`src/rtl/pds_pkg.sv`:
```
// package for the pid drive block: word types, config struct, register indexes
// no dependencies
`default_nettype none
package pds_pkg;

    localparam int unsigned TICK_MS   = 10;
    localparam int unsigned SETTLE_MS = 100;

    localparam int unsigned CFG_IDX_W  = 3;
    localparam int unsigned CFG_DATA_W = 16;

    // config register indexes
    localparam logic [CFG_IDX_W-1:0] CFG_P_GAIN    = 3'd0;
    localparam logic [CFG_IDX_W-1:0] CFG_I_GAIN    = 3'd1;
    localparam logic [CFG_IDX_W-1:0] CFG_D_GAIN    = 3'd2;
    localparam logic [CFG_IDX_W-1:0] CFG_SLEW_STEP = 3'd3;
    localparam logic [CFG_IDX_W-1:0] CFG_INT_WIN   = 3'd4;
    localparam logic [CFG_IDX_W-1:0] CFG_MAX_DRIVE = 3'd5;
    localparam logic [CFG_IDX_W-1:0] CFG_EXIT_BAND = 3'd6;
    localparam logic [CFG_IDX_W-1:0] CFG_TIMEOUT   = 3'd7;

    localparam logic [11:0] MAX_DRIVE_RST = 12'd3072;

    typedef struct packed {
        logic signed [15:0] err_value;
        logic               restart;
    } t_in_word;

    typedef struct packed {
        logic signed [12:0] drive;
        logic               settled;
        logic               timed_out;
    } t_out_word;

    typedef struct packed {
        logic [15:0] p_gain;
        logic [15:0] i_gain;
        logic [15:0] d_gain;
        logic [11:0] slew_step;
        logic [14:0] integral_window;
        logic [11:0] max_drive;
        logic [14:0] exit_band;
        logic [15:0] timeout_ms;
    } t_cfg;

    // registered products and flags between the two compute stages
    typedef struct packed {
        logic signed [32:0] p_prod;
        logic        [47:0] i_prod;
        logic signed [33:0] d_prod;
        logic               restart;
        logic               settled;
        logic               timed_out;
    } t_terms;

    // millisecond counter step, saturating at all ones
    function automatic logic [15:0] count_up(input logic [15:0] c);
        logic [16:0] sum;
        sum = {1'b0, c} + 17'(TICK_MS);
        return sum[16] ? 16'hFFFF : sum[15:0];
    endfunction

endpackage
`default_nettype wire

```
`src/rtl/pds_term.sv`:
```
// first compute stage: error history, gated integral, timers and the three products
// depends on pds_pkg
`default_nettype none
module pds_term (
    input  wire logic            i_clk,
    input  wire logic            i_rst_n,
    input  wire pds_pkg::t_cfg   i_cfg,
    input  wire pds_pkg::t_in_word i_in,
    input  wire logic            i_load,
    output pds_pkg::t_terms      o_terms
);
    import pds_pkg::*;

    logic signed [15:0] r_last_error;
    logic        [31:0] r_integral;
    logic        [15:0] r_elapsed_ms;
    logic        [15:0] r_settled_ms;

    logic signed [15:0] base_err;
    logic        [31:0] base_int;
    logic        [15:0] base_el;
    logic        [15:0] base_st;
    logic signed [16:0] deriv;
    logic               gate;
    logic        [32:0] int_sum;
    logic        [31:0] n_integral;
    logic        [15:0] err_u;
    logic        [15:0] mag;
    logic               in_band;
    logic        [15:0] n_settled_ms;
    logic        [15:0] n_elapsed_ms;

    // restart wipes the history before this word is used
    assign base_err = i_in.restart ? 16'sd0 : r_last_error;
    assign base_int = i_in.restart ? 32'd0  : r_integral;
    assign base_el  = i_in.restart ? 16'd0  : r_elapsed_ms;
    assign base_st  = i_in.restart ? 16'd0  : r_settled_ms;

    // exact derivative
    assign deriv = {i_in.err_value[15], i_in.err_value} - {base_err[15], base_err};

    // integral accumulates only with a nonzero i gain and inside the window, otherwise clears
    assign err_u   = i_in.err_value;
    assign gate    = (i_cfg.i_gain != 16'd0) && !err_u[15]
                     && (err_u[14:0] <= i_cfg.integral_window);
    assign int_sum = {1'b0, base_int} + {17'd0, err_u};
    assign n_integral = !gate      ? 32'd0 :
                        int_sum[32] ? 32'hFFFF_FFFF : int_sum[31:0];

    // settle and elapsed timers
    assign mag          = err_u[15] ? (~err_u + 16'd1) : err_u;
    assign in_band      = mag < {1'b0, i_cfg.exit_band};
    assign n_settled_ms = in_band ? count_up(base_st) : 16'd0;
    assign n_elapsed_ms = count_up(base_el);

    // products and flags for the next stage
    always_comb begin
        o_terms.p_prod    = i_in.err_value * $signed({1'b0, i_cfg.p_gain});
        o_terms.i_prod    = n_integral * i_cfg.i_gain;
        o_terms.d_prod    = deriv * $signed({1'b0, i_cfg.d_gain});
        o_terms.restart   = i_in.restart;
        o_terms.settled   = in_band && (n_settled_ms > 16'(SETTLE_MS));
        o_terms.timed_out = (i_cfg.timeout_ms != 16'd0) && (n_elapsed_ms > i_cfg.timeout_ms);
    end

    // running state
    always_ff @(posedge i_clk) begin
        if (!i_rst_n) begin
            r_last_error <= '0;
            r_integral   <= '0;
            r_elapsed_ms <= '0;
            r_settled_ms <= '0;
        end else if (i_load) begin
            r_last_error <= i_in.err_value;
            r_integral   <= n_integral;
            r_elapsed_ms <= n_elapsed_ms;
            r_settled_ms <= n_settled_ms;
        end
    end

endmodule
`default_nettype wire

```
`src/rtl/pds_limit.sv`:
```
// second compute stage: pid sum, drive clamp and slew limit against the last drive
// depends on pds_pkg
`default_nettype none
module pds_limit (
    input  wire logic           i_clk,
    input  wire logic           i_rst_n,
    input  wire pds_pkg::t_cfg  i_cfg,
    input  wire pds_pkg::t_terms i_terms,
    input  wire logic           i_load,
    output pds_pkg::t_out_word  o_word
);
    import pds_pkg::*;

    logic signed [12:0] r_last_drive;

    logic signed [51:0] total;
    logic signed [51:0] lim;
    logic signed [12:0] max_s;
    logic signed [12:0] clamped;
    logic signed [12:0] prev;
    logic signed [13:0] change;
    logic signed [13:0] step;
    logic signed [13:0] lim_change;
    logic signed [12:0] n_drive;

    // exact pid sum
    assign total = {{19{i_terms.p_prod[32]}}, i_terms.p_prod}
                 + $signed({4'd0, i_terms.i_prod})
                 + {{18{i_terms.d_prod[33]}}, i_terms.d_prod};

    // clamp to +-max_drive, then floor to q5.8
    assign lim   = $signed({32'd0, i_cfg.max_drive, 8'd0});
    assign max_s = $signed({1'b0, i_cfg.max_drive});
    always_comb begin
        priority if (total > lim) begin
            clamped = max_s;
        end else if (total < -lim) begin
            clamped = -max_s;
        end else begin
            clamped = total[20:8];
        end
    end

    // slew limit relative to the previous drive
    assign prev   = i_terms.restart ? 13'sd0 : r_last_drive;
    assign change = {clamped[12], clamped} - {prev[12], prev};
    assign step   = $signed({2'b0, i_cfg.slew_step});
    always_comb begin
        priority if (change > step) begin
            lim_change = step;
        end else if (change < -step) begin
            lim_change = -step;
        end else begin
            lim_change = change;
        end
    end
    assign n_drive = (i_cfg.slew_step == 12'd0) ? clamped : prev + lim_change[12:0];

    always_comb begin
        o_word.drive     = n_drive;
        o_word.settled   = i_terms.settled;
        o_word.timed_out = i_terms.timed_out;
    end

    // last drive
    always_ff @(posedge i_clk) begin
        if (!i_rst_n) begin
            r_last_drive <= '0;
        end else if (i_load) begin
            r_last_drive <= n_drive;
        end
    end

endmodule
`default_nettype wire

```
`src/rtl/pid_drive_with_slew_and_settle.sv`:
```
// Usage: PID drive stage with output clamp, slew limit and settle/timeout flags.
// Input channel: i_in_valid / o_in_stall carry one word per control tick
// (signed Q8.8 error and a restart bit); a word is taken when valid is high
// and stall is low. Output channel: o_out_valid / i_out_stall carry one word
// per input word: signed Q5.8 drive, settled flag, timed-out flag.
// Config: write i_cfg_data to register i_cfg_idx while i_cfg_we is high;
// write only while no word is in flight.
// Path: an accepted word passes the input register, the product register and
// the output register in that order before output valid rises; a stall can
// hold it in any of them.
// Throughput: one word per cycle while the receiver does not stall; the integral
// add plus its multiply and the sum/clamp/slew path each fit in one stage.
// Reset (synchronous, active low) clears the running state, the stage valid bits
// and the config registers but for max_drive, which comes up at 3072 (12 V).
// When the receiver stalls, the output word holds and stages behind it keep
// filling; input stall rises only once every stage holds a word.
// depends on pds_pkg, pds_term, pds_limit
`default_nettype none
module pid_drive_with_slew_and_settle (
    input  wire logic                          i_clk,
    input  wire logic                          i_rst_n,
    input  wire logic                          i_in_valid,
    output logic                               o_in_stall,
    input  wire pds_pkg::t_in_word             i_in_word,
    output logic                               o_out_valid,
    input  wire logic                          i_out_stall,
    output pds_pkg::t_out_word                 o_out_word,
    input  wire logic                          i_cfg_we,
    input  wire logic [pds_pkg::CFG_IDX_W-1:0] i_cfg_idx,
    input  wire logic [pds_pkg::CFG_DATA_W-1:0] i_cfg_data
);
    import pds_pkg::*;

    t_cfg      r_cfg;
    logic      r_v1;
    t_in_word  r_in;
    logic      r_v2;
    t_terms    r_terms;
    logic      r_ov;
    t_out_word r_out;

    t_terms    n_terms;
    t_out_word n_out;
    logic      in_acc;
    logic      out_take;
    logic      ov_free;
    logic      mv2;
    logic      s2_free;
    logic      mv1;
    logic      s1_free;

    // pipeline flow
    assign out_take   = r_ov && !i_out_stall;
    assign ov_free    = !r_ov || out_take;
    assign mv2        = r_v2 && ov_free;
    assign s2_free    = !r_v2 || mv2;
    assign mv1        = r_v1 && s2_free;
    assign s1_free    = !r_v1 || mv1;
    assign in_acc     = i_in_valid && s1_free;
    assign o_in_stall = !s1_free;

    // config registers
    always_ff @(posedge i_clk) begin
        if (!i_rst_n) begin
            r_cfg.p_gain          <= '0;
            r_cfg.i_gain          <= '0;
            r_cfg.d_gain          <= '0;
            r_cfg.slew_step       <= '0;
            r_cfg.integral_window <= '0;
            r_cfg.max_drive       <= MAX_DRIVE_RST;
            r_cfg.exit_band       <= '0;
            r_cfg.timeout_ms      <= '0;
        end else if (i_cfg_we) begin
            unique case (i_cfg_idx)
                CFG_P_GAIN:    r_cfg.p_gain          <= i_cfg_data;
                CFG_I_GAIN:    r_cfg.i_gain          <= i_cfg_data;
                CFG_D_GAIN:    r_cfg.d_gain          <= i_cfg_data;
                CFG_SLEW_STEP: r_cfg.slew_step       <= i_cfg_data[11:0];
                CFG_INT_WIN:   r_cfg.integral_window <= i_cfg_data[14:0];
                CFG_MAX_DRIVE: r_cfg.max_drive       <= i_cfg_data[11:0];
                CFG_EXIT_BAND: r_cfg.exit_band       <= i_cfg_data[14:0];
                CFG_TIMEOUT:   r_cfg.timeout_ms      <= i_cfg_data;
                default: ;
            endcase
        end
    end

    pds_term u_term (
        .i_clk   (i_clk),
        .i_rst_n (i_rst_n),
        .i_cfg   (r_cfg),
        .i_in    (r_in),
        .i_load  (mv1),
        .o_terms (n_terms)
    );

    pds_limit u_limit (
        .i_clk   (i_clk),
        .i_rst_n (i_rst_n),
        .i_cfg   (r_cfg),
        .i_terms (r_terms),
        .i_load  (mv2),
        .o_word  (n_out)
    );

    // stage valid bits
    always_ff @(posedge i_clk) begin
        if (!i_rst_n) begin
            r_v1 <= 1'b0;
            r_v2 <= 1'b0;
            r_ov <= 1'b0;
        end else begin
            if (in_acc) begin
                r_v1 <= 1'b1;
            end else if (mv1) begin
                r_v1 <= 1'b0;
            end
            if (mv1) begin
                r_v2 <= 1'b1;
            end else if (mv2) begin
                r_v2 <= 1'b0;
            end
            if (mv2) begin
                r_ov <= 1'b1;
            end else if (out_take) begin
                r_ov <= 1'b0;
            end
        end
    end

    // stage payloads
    always_ff @(posedge i_clk) begin
        if (in_acc) begin
            r_in <= i_in_word;
        end
        if (mv1) begin
            r_terms <= n_terms;
        end
        if (mv2) begin
            r_out <= n_out;
        end
    end

    assign o_out_valid = r_ov;
    assign o_out_word  = r_out;

endmodule
`default_nettype wire

```
`config.mk`:
```
export PLATFORM = sky130hd
export DESIGN_NAME = pid_drive_with_slew_and_settle
export DESIGN_NICKNAME = d
export VERILOG_FILES = /design/src/rtl/pds_pkg.sv /design/src/rtl/pds_term.sv /design/src/rtl/pds_limit.sv /design/src/rtl/pid_drive_with_slew_and_settle.sv
export SDC_FILE = /design/constraint.sdc
export NUM_CORES = 2
export LEC_CHECK = 0
export BUFFER_PORTS_ARGS = -buffer_cell sky130_fd_sc_hd__clkbuf_2
export CORE_MARGIN = 4
export CORE_UTILIZATION = 65
export DETAILED_ROUTE_END_ITERATION = 7
export GPL_ROUTABILITY_DRIVEN = 0
export PLACE_DENSITY = 0.88
export SETUP_SLACK_MARGIN = 0.02
export SLEW_MARGIN = 20
export SYNTH_ARGS = -nofsm -noshare
export SYNTH_HDL_FRONTEND = slang
export SYNTH_SLANG_ARGS = --single-unit
```
`constraint.sdc`:
```
create_clock -name i_clk -period 19.6 [get_ports i_clk]
set_clock_uncertainty 0.1 [all_clocks]
set_input_delay 0.98 -clock i_clk [delete_from_list [all_inputs] [get_ports i_clk]]
set_output_delay 0.98 -clock i_clk [all_outputs]
set_load 0.01 [all_outputs]
```
Word level (Yosys, flattened, before mapping)
Index checks and enable logic that the tools add are counted.
{"block": "word_totals", "regBits": 364, "wordCells": 112}
{"block": "op_classes", "add_sub_neg": 12, "n_eq_ne": 7, "n_bitwise": 1, "multipliers": 3, "n_mux": 22, "magnitude_cmp": 8, "n_reduce_logical": 32}
{"cell": "two-way mux 16 bit", "n": 7}
{"cell": "two-way mux 32 bit", "n": 3}
{"cell": "two-way mux 13 bit", "n": 6}
{"cell": "adder 52 bit", "n": 1}
{"cell": "greater-than comparator 52 x 21 -> 1 bit", "n": 1}
{"cell": "less-than comparator 52 bit", "n": 1}
{"cell": "negator 20 -> 52 bit", "n": 1}
{"cell": "adder 33 x 49 -> 50 bit", "n": 1}
{"cell": "multiplier 32 x 16 -> 48 bit", "n": 1}
{"cell": "adder 16 x 4 -> 17 bit (second input constant)", "n": 2}
{"cell": "multiplier 17 x 17 -> 34 bit", "n": 1}
{"cell": "adder 32 x 16 -> 33 bit", "n": 1}
{"cell": "multiplier 16 x 17 -> 33 bit", "n": 1}
{"cell": "nonzero test 16 bit", "n": 2}
{"cell": "subtractor 16 x 16 -> 17 bit", "n": 1}
{"cell": "adder 16 x 1 -> 16 bit (second input constant)", "n": 1}
{"cell": "greater-than comparator 16 bit", "n": 1}
{"cell": "greater-than comparator 16 x 7 -> 1 bit (second input constant)", "n": 1}
{"cell": "less-than comparator 16 x 15 -> 1 bit", "n": 1}
{"cell": "NOT 16 bit", "n": 1}
{"cell": "AND reduction 2 bit", "n": 8}
{"cell": "less-or-equal comparator 15 bit", "n": 1}
{"cell": "greater-than comparator 14 x 13 -> 1 bit", "n": 1}
{"cell": "less-than comparator 14 bit", "n": 1}
{"cell": "14 further kinds", "n": 39}

Depth between registers and ports, before layout
{"block": "depth", "depth_word": 11, "ltp_mapped": 91, "depth_no_buf": 86}

Cells and area by module
Synthesis repeated with hierarchy kept, for this count alone.
{"block": "unflattened", "cells_unflattened": 6928, "area_unflattened_um2": 61659.1}
{"module": "pds_term", "area_per_inst_um2": 43011.3, "cells_per_inst": 5067, "seq_area_each_um2": 1601.5, "instances": 1}
{"module": "pds_limit", "area_per_inst_um2": 9704.3, "cells_per_inst": 1286, "seq_area_each_um2": 260.2, "instances": 1}
{"module": "pid_drive_with_slew_and_settle", "area_per_inst_um2": 8943.6, "cells_per_inst": 575, "seq_area_each_um2": 6926.6, "instances": 1}

Worst setup path before layout
No wires, ideal clock.
{"block": "synth_path", "kind": "register to register", "startpoint": "register r_terms[38] in the netlist's numbering", "endpoint": "register r_out (netlist bit o_out_word[14]), data pin", "stages_incl_launch_ff": 81, "arrival_ns": 14.345, "setup_slack_ns": 4.885, "period_less_slack_ns": 14.715, "path_cell_list": "edfxtp_1 ha_1 a21o_1 a21oi_1 o21ai_0 a21oi_1 o21ai_0 a21oi_1 o21ai_0 a2111oi_0 o21bai_1 a31o_2 a2bb2oi_1 a41oi_1 a2111o_1 nand2_1 or4_1 a31oi_1 [... 45 more ...] a21oi_1 fa_1 inv_1 a21oi_1 o21bai_1 a21oi_1 nor2_1 nor2_1 nor2b_1 o21ai_0 nand2b_1 a21oi_1 o21bai_1 a21o_1 a21oi_1 xor2_1 xnor2_1 a21oi_1"}
{"element": "from (decl)", "line": "pid_drive_with_slew_and_settle.sv:38", "text": "t_terms r_terms;"}
{"element": "from (signal assigned)", "line": "pid_drive_with_slew_and_settle.sv:137", "text": "r_terms <= n_terms;"}
{"element": "to (signal assigned)", "line": "pid_drive_with_slew_and_settle.sv:140", "text": "r_out <= n_out;"}
{"element": "to (decl)", "line": "pid_drive_with_slew_and_settle.sv:40", "text": "t_out_word r_out;"}

==> metrics.md <==
| Metric | Value |
|---|---|
| Arrival time reported for the critical path endpoint | 17.30 ns |
| Pre-CTS setup slack | 2.91 ns |
| Share of async-settable or async-resettable flops after synthesis | 0 |
| Clock slew seen by the registers of the worst setup and hold paths | 0.07 ns |
| Most frequent cells after synthesis | sky130_fd_sc_hd__nand2_1, sky130_fd_sc_hd__inv_1, sky130_fd_sc_hd__fa_1 |
| Layout Utilization | 0.689 |
| Maximum vdd ir drop | 98.5 µV |
| Count of flip-flops with a built-in enable after synthesis | 150 |
| Global-route wire length before repair | 280000 µm |
| Clock latency on the worst-skew pair | 0.63 ns |
| DR pass1 iterations | 8 |
| Number of buffers inserted by port buffering | 57 |
| Instance count after placement with tap cells included | 8145 |
| Share of layout cells above drive strength 1 | 0.0421 |
| Synthesis-stage register bit count | 364 |
| Biggest area contributors in the synthesized netlist | sky130_fd_sc_hd__fa_1, sky130_fd_sc_hd__ha_1, sky130_fd_sc_hd__nand2_1, sky130_fd_sc_hd__edfxtp_1, sky130_fd_sc_hd__dfxtp_1 |
| Cell at the slowest stage of the critical path | sky130_fd_sc_hd__a2111oi_0 |
| Portion of total power attributed to sequential cells | 0.239 |
| Detailed Route Iter0 Violations | 5342 |
| Cells on Worst Hold Path | 0 |
| Most numerous cell on the critical path | sky130_fd_sc_hd__a21oi_1 |
| DR vias/cell | 6.25 |
| Startpoint type of the worst setup path | flop |
| Buffer count from post-CTS setup fixing | 0 |
| Cell area after placement | 61800 µm² |
| Setup repair after global routing missed its margin | no |
| Post-synthesis average cell area | 8.54 µm² |
| Sequential Area | 8790 µm² |
| Largest net degree at the start of global routing | 83 |
| Antenna violations before repair | 13 |
| Most area-hungry cell type in the Yosys netlist | sky130_fd_sc_hd__fa_1 |
| Total of cells resized after clock tree synthesis | 0 |
| Number of nets in the finished design | 8501 |
| Total power per unit cell area | 57.8 nW/µm² |
| Dominant synthesized flop cell | sky130_fd_sc_hd__dfxtp_1 |
| DRC Markers | 0 |
| Transition time at the pin with the least slew margin | 1.15 ns |
| Floorplan die height | 313 µm |
| Number of I/O pins | 58 |
| Kind of critical path | flop to flop |
| Mapped cell area | 60300 µm² |
| Worst slew slack as a fraction of its limit | 0.228 |
| Delay of the slowest cell on the worst path | 0.62 ns |
| Post-detailed-route wirelength per cell | 21.2 µm |
| Routed wire length | 175000 µm |
| Worst Path Required | 19.83 ns |
| Status | finished, final reports clean |
| Maximum fanout along the worst path | 24 |
| Internal Power | 2.04 mW |
| Leakage | 28.4 nW |
| Most used standard cell by instance count after synthesis | sky130_fd_sc_hd__nand2_1 |
| Total net switching power | 1.61 mW |
| Initial core utilization | 0.657 |
| Final setup fails | 0 |
| Number of core rows | 111 |
| Endpoint class of the critical path | flop |
| Max-slew violation count | 0 |
| Fmax | 0.0586 GHz |
| Critical R2R Launch | r_terms[38]$_DFFE_PP_ |
| Combinational group share of total power | 0.533 |
| Half-perimeter wire length of the detailed placement result | 131000 µm |
| Number of maximum-capacitance constraint violations | 0 |
| Floorplan die area | 97700 µm² |
| Via count of the first global-routing pass | 53485 |
| Total routing usage reported by global routing | 0.359 |
| R2R Path End | o_out_word[14]$_DFFE_PP_ |
| Library cell used as clock root buffer | sky130_fd_sc_hd__clkbuf_16 |
| Share of the yosys chip area belonging to registers | 0.146 |
| Area of combinational cells with multiple inputs | 46100 µm² |
| Maximum clock path buffer count | 3 |
| Area share of the leading cell type in the synthesized netlist | 0.298 |
| Setup Total Neg Slack | 0 ns |
| Area of all placed cells without fillers | 63200 µm² |
| Net count after synthesis | 8612 |
| Core Footprint | 91800 µm² |
| Number of hold-repair buffers added at the cts stage | 0 |
| Clock network power share | 0.228 |
| Min-delay src | r_terms[0]$_DFFE_PP_ |
| DRT antenna net count | 0 |
| Die boundary width | 313 µm |
| Number of instances in the synthesized netlist | 7056 |
| GR Overflow Total | 0 |
| Number of levels in the clock H-tree | 2 |
| HP Class | flop to flop |
| Clock tree sinks | 364 |
| Vias | 51482 |
| Worst Hold End | o_out_word[0]$_DFFE_PP_ |
| Fill cells | 6529 |
| R2R Setup Slk | 2.53 ns |
| Count of distinct cell types in the synthesized netlist | 98 |
| Area growth from synthesis to final layout | 4.86% |
| Min Tclk post-route | 17.07 ns |
| Cell Count, Final, Fillers Out | 8234 |
| Total of warnings raised by yosys | 0 |
| R2R depth | 77 |
| Setup slack after layout | 2.53 ns |
| TritonCTS clock tree | built |
| Proportion of total power due to net switching | 0.441 |
| Number of hold-slack violations in the final timing report | 0 |
| CTS buffer count | 40 |
| Share of the cycle needed by the critical path after routing | 0.871 |
## worst max path at each step
stage / depth (start not counted) / from / slack, ns / to
floorplan: 80 / r_terms[38]$_DFFE_PP_ / 4.88 / o_out_word[14]$_DFFE_PP_
global placement: 78 / r_terms[38]$_DFFE_PP_ / 3.36 / o_out_word[14]$_DFFE_PP_
detailed placement: 78 / r_terms[38]$_DFFE_PP_ / 2.91 / o_out_word[14]$_DFFE_PP_
CTS: 78 / r_terms[38]$_DFFE_PP_ / 2.83 / o_out_word[14]$_DFFE_PP_
global route: 78 / r_terms[38]$_DFFE_PP_ / 1.00 / o_out_word[14]$_DFFE_PP_
finish: 77 / r_terms[38]$_DFFE_PP_ / 2.53 / o_out_word[14]$_DFFE_PP_
## critical path: cells and delay by family (launching register included)
kind | cells | cell delay, ns
AOI/OAI and AO/OA | 42 | 9.10
adders and majority gates | 7 | 2.20
and+or+nand+nor | 18 | 2.75
xor gates and xnor gates | 5 | 1.26
buffers and inverters | 4 | 0.55
muxes | 1 | 0.39
DFF | 1 | 0.40
## area by class of cell
class	instances	share of cell area
flip-flops and latches	364	0.139
repair buffers	160	0.0167
multi-input cells	5245	0.729
clock inverters	26	0.00560
clock buffers	48	0.0168
well taps	1243	0.0246
diodes	14	0.000554
inverters	1134	0.0675
## routing by layer
layer / vias up / share of wire / track usage
met5: - / 0.00046 / 0.00642
met4: 5 / 0.079 / 0.231
met3: 964 / 0.14 / 0.103
met2: 3493 / 0.44 / 0.558
met1: 24763 / 0.34 / 0.440
li1: 22257 / - / -
## cell families after synthesis
group | share of synthesized area
AOI/OAI and AO/OA | 0.114
xor gates and xnor gates | 0.0421
adders and majority gates | 0.426
buffers and inverters | 0.0909
DFF | 0.146
muxes | 0.00569
and+or+nand+nor | 0.176
## power by group through the flow
stage	Clock (mW)	Sequential (mW)	Combinational, mW
floorplan	0	0.872	1.40
global placement	0	0.886	1.79
detailed placement	0	0.887	1.86
CTS	0.834	0.871	1.88
global route	0.867	0.875	2.12
finish	0.833	0.874	1.95
## layout by cell type (no fill, tap or decap), drive strengths merged, types with 12 or more instances in the layout
cell type,instances
nor4,15
xnor2,195
fa,897
nand2,1220
inv,1136
nor2b,96
a31oi,29
clkbuf,105
nand3,68
buf,103
and2,343
nor3,85
dfxtp,214
xor2,92
o21ai,194
o211ai,24
diode,14
and3,29
edfxtp,150
a211oi,29
or3,19
nor2,254
o21bai,56
o31ai,16
mux2i,32
nand4,45
ha,618
a2111oi,12
a21oi,469
a21o,115
a21boi,26
nand2b,67
clkinv,16
o21a,36
or2,19
## through the flow
stage / hold slack, ns / power (mW)
floorplan: 0.300 / 2.27
global placement: 0.310 / 2.67
detailed placement: 0.314 / 2.75
CTS: 0.333 / 3.59
global route: 0.340 / 3.86
finish: 0.332 / 3.65
## sequential cells by signal, indices dropped and copies added, names as in the netlist
name / cells
r_v2: 1
o_out_valid: 1
u_term.r_elapsed_ms: 16
r_v1: 1
r_terms: 118
u_term.r_integral: 32
o_out_word: 15
u_term.r_last_error: 16
r_cfg: 118
r_in: 17
u_term.r_settled_ms: 16
u_limit.r_last_drive: 13
(Power assumes the default switching activity.)
